<file path="src/sv/gqce_pkg.sv">
// gqce_pkg: shared types, constants and register codes for glyph_quad_clip_emit
// used by every module of the block; depends on nothing
package gqce_pkg;

  localparam int DIV_BITS       = 16;
  localparam int QUEUE_DEPTH    = 16;
  localparam int VERTS_PER_QUAD = 6;
  localparam int ADDR_W         = 5;

  // corner selection per vertex: LT, RT, LB, RT, RB, LB (bit k is vertex k)
  localparam logic [VERTS_PER_QUAD-1:0] CORNER_RIGHT  = 6'b011010;
  localparam logic [VERTS_PER_QUAD-1:0] CORNER_BOTTOM = 6'b110100;

  localparam logic signed [20:0] OUT_MAX = 21'sd1048575;
  localparam logic signed [20:0] OUT_MIN = -21'sd1048576;

  typedef enum logic [2:0] {
    REG_CLIP_LEFT   = 3'd0,
    REG_CLIP_TOP    = 3'd1,
    REG_CLIP_RIGHT  = 3'd2,
    REG_CLIP_BOTTOM = 3'd3,
    REG_SCALE_X     = 3'd4,
    REG_SCALE_Y     = 3'd5,
    REG_BIAS_X      = 3'd6,
    REG_BIAS_Y      = 3'd7
  } reg_idx_t;

  typedef enum logic [1:0] {
    SIDE_LEFT,
    SIDE_RIGHT,
    SIDE_TOP,
    SIDE_BOTTOM
  } side_t;

  typedef struct packed {
    logic              keep;
    logic signed [23:0] rl;
    logic signed [23:0] rt;
    logic signed [23:0] rr;
    logic signed [23:0] rb;
    logic [15:0]        tl;
    logic [15:0]        tt;
    logic [15:0]        tr;
    logic [15:0]        tb;
    logic [31:0]        colour;
  } item_t;

  typedef struct packed {
    logic signed [20:0] x0;
    logic signed [20:0] x1;
    logic signed [20:0] y0;
    logic signed [20:0] y1;
    logic [15:0]        u0;
    logic [15:0]        u1;
    logic [15:0]        v0;
    logic [15:0]        v1;
    logic [31:0]        colour;
  } quad_t;

  typedef struct packed {
    logic [31:0]        scale_x;
    logic [31:0]        scale_y;
    logic signed [31:0] bias_x;
    logic signed [31:0] bias_y;
  } map_cfg_t;

endpackage

</file>
<file path="src/sv/gqce_emit.sv">
// gqce_emit: quad queue and six-vertex sequencer driving the result strobe
// depends on gqce_pkg
module gqce_emit #(
  parameter int QUEUE_DEPTH = gqce_pkg::QUEUE_DEPTH
) (
  input  logic               clk,
  input  logic               rst_n,
  input  logic               in_valid,
  input  gqce_pkg::quad_t    in_quad,
  output logic               pop,
  output logic               out_valid,
  output logic signed [20:0] out_vertex_x,
  output logic signed [20:0] out_vertex_y,
  output logic [15:0]        out_tex_u,
  output logic [15:0]        out_tex_v,
  output logic [31:0]        out_vertex_colour,
  output logic               out_last_vertex
);

  localparam int PW = (QUEUE_DEPTH > 1) ? $clog2(QUEUE_DEPTH) : 1;
  localparam int CW = $clog2(QUEUE_DEPTH + 1);
  localparam logic [PW-1:0] PTR_LAST = PW'(QUEUE_DEPTH - 1);
  localparam logic [2:0]    VTX_LAST = 3'(gqce_pkg::VERTS_PER_QUAD - 1);

  gqce_pkg::quad_t    mem [QUEUE_DEPTH];
  logic [PW-1:0]      wr_ptr_r, wr_ptr_nxt, rd_ptr_r, rd_ptr_nxt;
  logic [CW-1:0]      count_r, count_nxt;
  logic [2:0]         vtx_r, vtx_nxt;
  logic               busy_q, valid_r;
  logic               right, bottom;
  logic signed [20:0] x_r, y_r;
  logic [15:0]        u_r, v_r;
  logic [31:0]        col_r;
  logic               last_r;

  always_comb begin
    busy_q     = (count_r != '0);
    pop        = busy_q && (vtx_r == VTX_LAST);
    vtx_nxt    = busy_q ? (pop ? 3'd0 : 3'(vtx_r + 3'd1)) : vtx_r;
    wr_ptr_nxt = in_valid ? ((wr_ptr_r == PTR_LAST) ? '0 : PW'(wr_ptr_r + 1'b1)) : wr_ptr_r;
    rd_ptr_nxt = pop ? ((rd_ptr_r == PTR_LAST) ? '0 : PW'(rd_ptr_r + 1'b1)) : rd_ptr_r;
    count_nxt  = CW'(count_r + CW'(in_valid) - CW'(pop));
    right      = gqce_pkg::CORNER_RIGHT[vtx_r];
    bottom     = gqce_pkg::CORNER_BOTTOM[vtx_r];
  end

  always_ff @(posedge clk) begin
    if (!rst_n) begin
      wr_ptr_r <= '0;
      rd_ptr_r <= '0;
      count_r  <= '0;
      vtx_r    <= '0;
      valid_r  <= 1'b0;
    end else begin
      wr_ptr_r <= wr_ptr_nxt;
      rd_ptr_r <= rd_ptr_nxt;
      count_r  <= count_nxt;
      vtx_r    <= vtx_nxt;
      valid_r  <= busy_q;
    end
  end

  always_ff @(posedge clk) begin
    if (in_valid) begin
      mem[wr_ptr_r] <= in_quad;
    end
    x_r    <= right  ? mem[rd_ptr_r].x1 : mem[rd_ptr_r].x0;
    y_r    <= bottom ? mem[rd_ptr_r].y1 : mem[rd_ptr_r].y0;
    u_r    <= right  ? mem[rd_ptr_r].u1 : mem[rd_ptr_r].u0;
    v_r    <= bottom ? mem[rd_ptr_r].v1 : mem[rd_ptr_r].v0;
    col_r  <= mem[rd_ptr_r].colour;
    last_r <= pop;
  end

  assign out_valid         = valid_r;
  assign out_vertex_x      = x_r;
  assign out_vertex_y      = y_r;
  assign out_tex_u         = u_r;
  assign out_tex_v         = v_r;
  assign out_vertex_colour = col_r;
  assign out_last_vertex   = last_r & valid_r;

  a_no_overflow: assert property (@(posedge clk) disable iff (!rst_n)
    count_r <= CW'(QUEUE_DEPTH))
    else $error("quad queue overflow");

  a_vtx_range: assert property (@(posedge clk) disable iff (!rst_n)
    vtx_r <= VTX_LAST)
    else $error("vertex counter out of range");

  a_last_then_new: assert property (@(posedge clk) disable iff (!rst_n)
    pop |=> (vtx_r == 3'd0))
    else $error("vertex counter not restarted after a quad");

endmodule
</file>
<file path="config.mk">
export PLATFORM = sky130hd
export DESIGN_NAME = gqce_emit
export DESIGN_NICKNAME = d
export VERILOG_FILES = /design/src/sv/gqce_pkg.sv /design/src/sv/gqce_emit.sv
export SDC_FILE = /design/constraint.sdc
export NUM_CORES = 2
export LEC_CHECK = 0
export BUFFER_PORTS_ARGS = -buffer_cell sky130_fd_sc_hd__buf_2
export CELL_PAD_IN_SITES_DETAIL_PLACEMENT = 2
export CELL_PAD_IN_SITES_GLOBAL_PLACEMENT = 2
export CORE_UTILIZATION = 28
export DETAILED_ROUTE_END_ITERATION = 7
export PLACE_DENSITY = 0.57
export SYNTH_ARGS = -nofsm -noshare
export SYNTH_HDL_FRONTEND = slang
export SYNTH_SLANG_ARGS = --single-unit
</file>
<file path="constraint.sdc">
create_clock -name clk -period 11.3 [get_ports clk]
set_input_delay 2.26 -clock clk [delete_from_list [all_inputs] [get_ports clk]]
set_output_delay 2.26 -clock clk [all_outputs]
set_load 0.01 [all_outputs]
</file>
==> implementation parameters <==
Parameter                              Value

Status
  Result of the run    finished, final reports clean

Timing
  Final Max Tran Viols    0
  Max Freq    203 MHz
  Setup TNS Final    0 ns
  Unrepaired setup endpoints after global routing    false
  Largest clock skew in the final design    0.0545 ns
  Final-report hold violation count    0
  Worst slew pin tran    1.25 ns
  Final number of setup-violating endpoints    0
  Final worst path period share    43.7%
  Least setup slack across all paths after layout    6.36 ns
  Min cycle time layout    4.94 ns
  Max-Slew Margin vs Limit    16.8%

Flow run
  Max_cap viols    0

Die
  Count of pins on the block boundary    292
  Die Span X    636 um
  Number of cell rows    232
  Starting density of the core    28.1%
  Vertical die dimension    636 um
  Die Footprint    404000 sq um
  Core region area    400000 sq um

Power and ir drop
  Maximum VDD drop    0.144 mV
  Switching share of power    22.8%
  Fraction of power consumed by sequential logic    50.8%
  Internal cell power    0.0192 W
  Power share of the clock group    44.1%
  Power density of the placed cells    189 nW/um^2
  Switching power summed over all nets    0.00566 W
  Reported leakage power    39.4 nW
  Part of the power in combinational logic    5.1%

GRT
  Overflow after GRT    0
  Pin count of the biggest net entering global routing    135
  Overall fraction of global-route tracks in use    16.1%
  Number of global-route vias before repair    60555
  Wire length of the first global-routing pass    469000 um
  Initial antenna violation count    97

Final layout
  Post-synthesis to final-layout area growth    16.8%
  Top library cells by usage in the layout, fill and taps aside    sky130_fd_sc_hd__edfxtp_1 (2880), sky130_fd_sc_hd__mux2i_1 (582), sky130_fd_sc_hd__mux4_2 (455)
  Share of cells above drive strength 1    23.8%
  NumNets Final    5917
  Fillers    38993
  Area occupied by multi-input gates    22100 sq um
  Flip-flop and latch area    89100 sq um
  Most common cell after layout, fill and taps aside    sky130_fd_sc_hd__edfxtp_1

Critical path
  Levels on crit path    6
  Worst reg2reg setup slack    6.83 ns
  Max Fanout on Critical Path    6
  Cell with the biggest individual delay on the critical path    sky130_fd_sc_hd__or4b_2
  Worst stage delay on the critical path    0.62 ns
  Kind of end point of the critical path    output pin
  Reg2reg path depth    6
  Crit path max-delay family    simple AND/OR/NAND/NOR gates
  WS Path Type    reg2out
  Endpoint of the worst-slack reg-to-reg timing path    out_tex_u[13]
  CP required    9.04 ns
  Crit path launch type    register
  Critical Path Most Common Cell    sky130_fd_sc_hd__inv_1
  Last element of the critical path    pop
  Critical path origin    count_r[2]
  Buffering stage count on the worst path with inverters included    3
  Worst-path cell chain    inv_1 -> ha_1 -> or4b_2 -> nand2_1 -> inv_1 -> buf_2
  Arrival @ worst endpoint    2.68 ns

Clocking
  CTS hold repair buffers    0
  Worst-Skew Late Latency    0.95 ns
  Num Clock Sinks    3010
  Number of clock buffers inserted by TritonCTS    331
  Post-CTS repair timing setup buffer count    0
  Longest Clk Path Bufs    4
  CTS tree    built
  CTS H-tree lvls    5
  Resized Gates After CTS    0
  Cell chosen for the clock root    sky130_fd_sc_hd__clkbuf_16
  Clock slew at the register clock pins of the worst setup and hold paths    0.06 ns

Place
  Post-detailed-placement half-perimeter wirelength    190000 um
  Port Buffer Count    291
  Worst setup timing slack at the placement stage    5.61 ns
  Weighted congestion at the end of routability-driven global placement    0.724

Drt
  Average detailed-routed wire length per instance    29.4 um
  Post-detailed-route DRC marker count    0
  Iteration count of the initial detailed-routing pass    7
  DR iter-0 viols    4358
  Via/cell ratio    4.88
  Final Routed Wirelength    332000 um
  Number of antenna-violating nets in the routed design    0
  DR vias    55113

Logic synthesis
  Cell type with the highest aggregate area in the netlist    sky130_fd_sc_hd__edfxtp_1
  Syn Area/Cell    21.4 sq um
  Most used flip-flop cell after synthesis    sky130_fd_sc_hd__edfxtp_1
  Net Count, Synth    5447
  Synthesized instance count    5251
  Fraction of the yosys area taken by sequential cells    79.2%
  Async set or reset register ratio after synthesis    0%
  Top cells by area, synth    sky130_fd_sc_hd__edfxtp_1 (77%), sky130_fd_sc_hd__mux4_2 (9.1%), sky130_fd_sc_hd__mux2i_1 (5.2%), sky130_fd_sc_hd__a22oi_1 (2.6%), sky130_fd_sc_hd__dfxtp_1 (2.3%)
  Count of synthesis-stage warnings from yosys    0
  Number of synthesized flops with an enable pin    2880
  Post-synth design cell area    113000 sq um
  Flop and latch count out of synthesis    3010
  Count of unique library cells instantiated by Yosys    46
  Fraction of post-synthesis cell area in the top cell type by area    76.9%

Hold path
  Class of the most critical hold timing path    reg2reg
-- worst min-delay path by stage --
stage                           start        to  slack [ns]  depth (start not counted)
after detailed placement  rd_ptr_r[3]  register        0.51                          2
final                        vtx_r[1]  vtx_r[1]        0.52                          2
after floorplan              vtx_r[1]  vtx_r[1]        0.47                          2
after CTS                    vtx_r[1]  vtx_r[1]        0.52                          2
after global placement       vtx_r[1]  vtx_r[1]        0.50                          2
after global routing         vtx_r[1]  vtx_r[1]        0.56                          2
-- routing by layer --
layer  GRT usage [%]  up-vias  wire length, um  share of wire [%]
met1            21.0    30145           141000                 43
met3            2.99      522            16800                5.1
li1                -    23002                -                  -
met5               0        -              303              0.091
met4            5.27       46             9650                2.9
met2            27.0     1398           164000                 49
-- worst register-to-register path: stages (launching register included) --
cell                      delay [ns]
sky130_fd_sc_hd__dfxtp_4        0.84
sky130_fd_sc_hd__buf_4          0.72
sky130_fd_sc_hd__buf_4          0.84
sky130_fd_sc_hd__buf_4          0.90
sky130_fd_sc_hd__mux4_2         0.66
sky130_fd_sc_hd__a22oi_1        0.22
sky130_fd_sc_hd__nand4_1        0.13
-- metrics by stage --
step / instance area, sq um / hold slack (ns) / power (W) / util (%) / instances
after floorplan: 113000 / 0.468 / 0.0133 / - / 5251
after global placement: 120000 / 0.499 / 0.0141 / 30.1 / 10653
after detailed placement: 120000 / 0.514 / 0.0142 / 30.1 / 10653
after CTS: 131000 / 0.525 / 0.0252 / 32.9 / 11262
after global routing: 131000 / 0.563 / 0.0256 / 32.9 / 11281
final: 131000 / 0.516 / 0.0248 / 32.9 / 11290
-- state kept, by name (all words and copies together), names as in the netlist, named ones only --
register	flops
out_vertex_colour	32
right	1
out_tex_v	16
count_r	5
out_vertex_y	21
out_vertex_x	21
out_valid	1
rd_ptr_r	4
wr_ptr_r	4
out_tex_u	16
vtx_r	3
bottom	1
last_r	1
mem	2880
-- kinds of logic (layout without fill, tap and decap cells) --
family | count (synthesis) | in the layout | share of synthesized area, %
flip-flops | 3010 | 3010 | 79.2
multiplexers | 1038 | 1038 | 14.3
AO/OA/AOI/OAI | 490 | 490 | 3.12
AND/OR/NAND/NOR | 401 | 401 | 1.91
buffers and inverters | 293 | 1039 | 1.30
adder cells (fa/ha/maj) | 13 | 13 | 0.151
XOR/XNOR | 6 | 6 | 0.0467
other | 0 | 28 | 0
-- synth_stat cells, types with 4 or more instances --
library cell               instances
sky130_fd_sc_hd__a211oi_1         13
sky130_fd_sc_hd__a21oi_1          62
sky130_fd_sc_hd__a22oi_1         386
sky130_fd_sc_hd__a31oi_1          11
sky130_fd_sc_hd__a32oi_1           6
sky130_fd_sc_hd__and2_1           29
sky130_fd_sc_hd__and3_1           10
sky130_fd_sc_hd__buf_1            16
sky130_fd_sc_hd__buf_2           149
sky130_fd_sc_hd__buf_4            26
sky130_fd_sc_hd__buf_6            10
sky130_fd_sc_hd__clkbuf_1         76
sky130_fd_sc_hd__dfxtp_1         130
sky130_fd_sc_hd__edfxtp_1       2880
sky130_fd_sc_hd__ha_1             12
sky130_fd_sc_hd__inv_1            14
sky130_fd_sc_hd__mux2i_1         582
sky130_fd_sc_hd__mux4_2          455
sky130_fd_sc_hd__nand2_1          50
sky130_fd_sc_hd__nand3_1         142
sky130_fd_sc_hd__nand4_1          76
sky130_fd_sc_hd__nor2_1           33
sky130_fd_sc_hd__nor2b_1          31
sky130_fd_sc_hd__nor3_1            7
sky130_fd_sc_hd__nor3b_1           4
sky130_fd_sc_hd__o21ai_0           4
sky130_fd_sc_hd__or3_1             4
-- area by class of cell --
cell class | count | share of cell area (%)
Multi-Input combinational cell | 1948 | 16.8
Antenna cell | 28 | 0.0533
Inverter | 16 | 0.0457
Timing Repair Buffer | 414 | 1.95
Tap cell | 5265 | 5.01
Clock buffer | 424 | 6.82
Sequential cell | 3010 | 67.8
Clock inverter | 185 | 1.49
-- power groups by stage --
stage                     Clock [W]  Combinational, W  Sequential (W)
final                        0.0110           0.00127          0.0126
after global routing         0.0116           0.00137          0.0126
after CTS                    0.0113           0.00130          0.0126
after detailed placement          0           0.00130          0.0129
after global placement            0           0.00126          0.0128
after floorplan                   0          0.000532          0.0128
No activity file was read; power rests on OpenSTA's default activity.
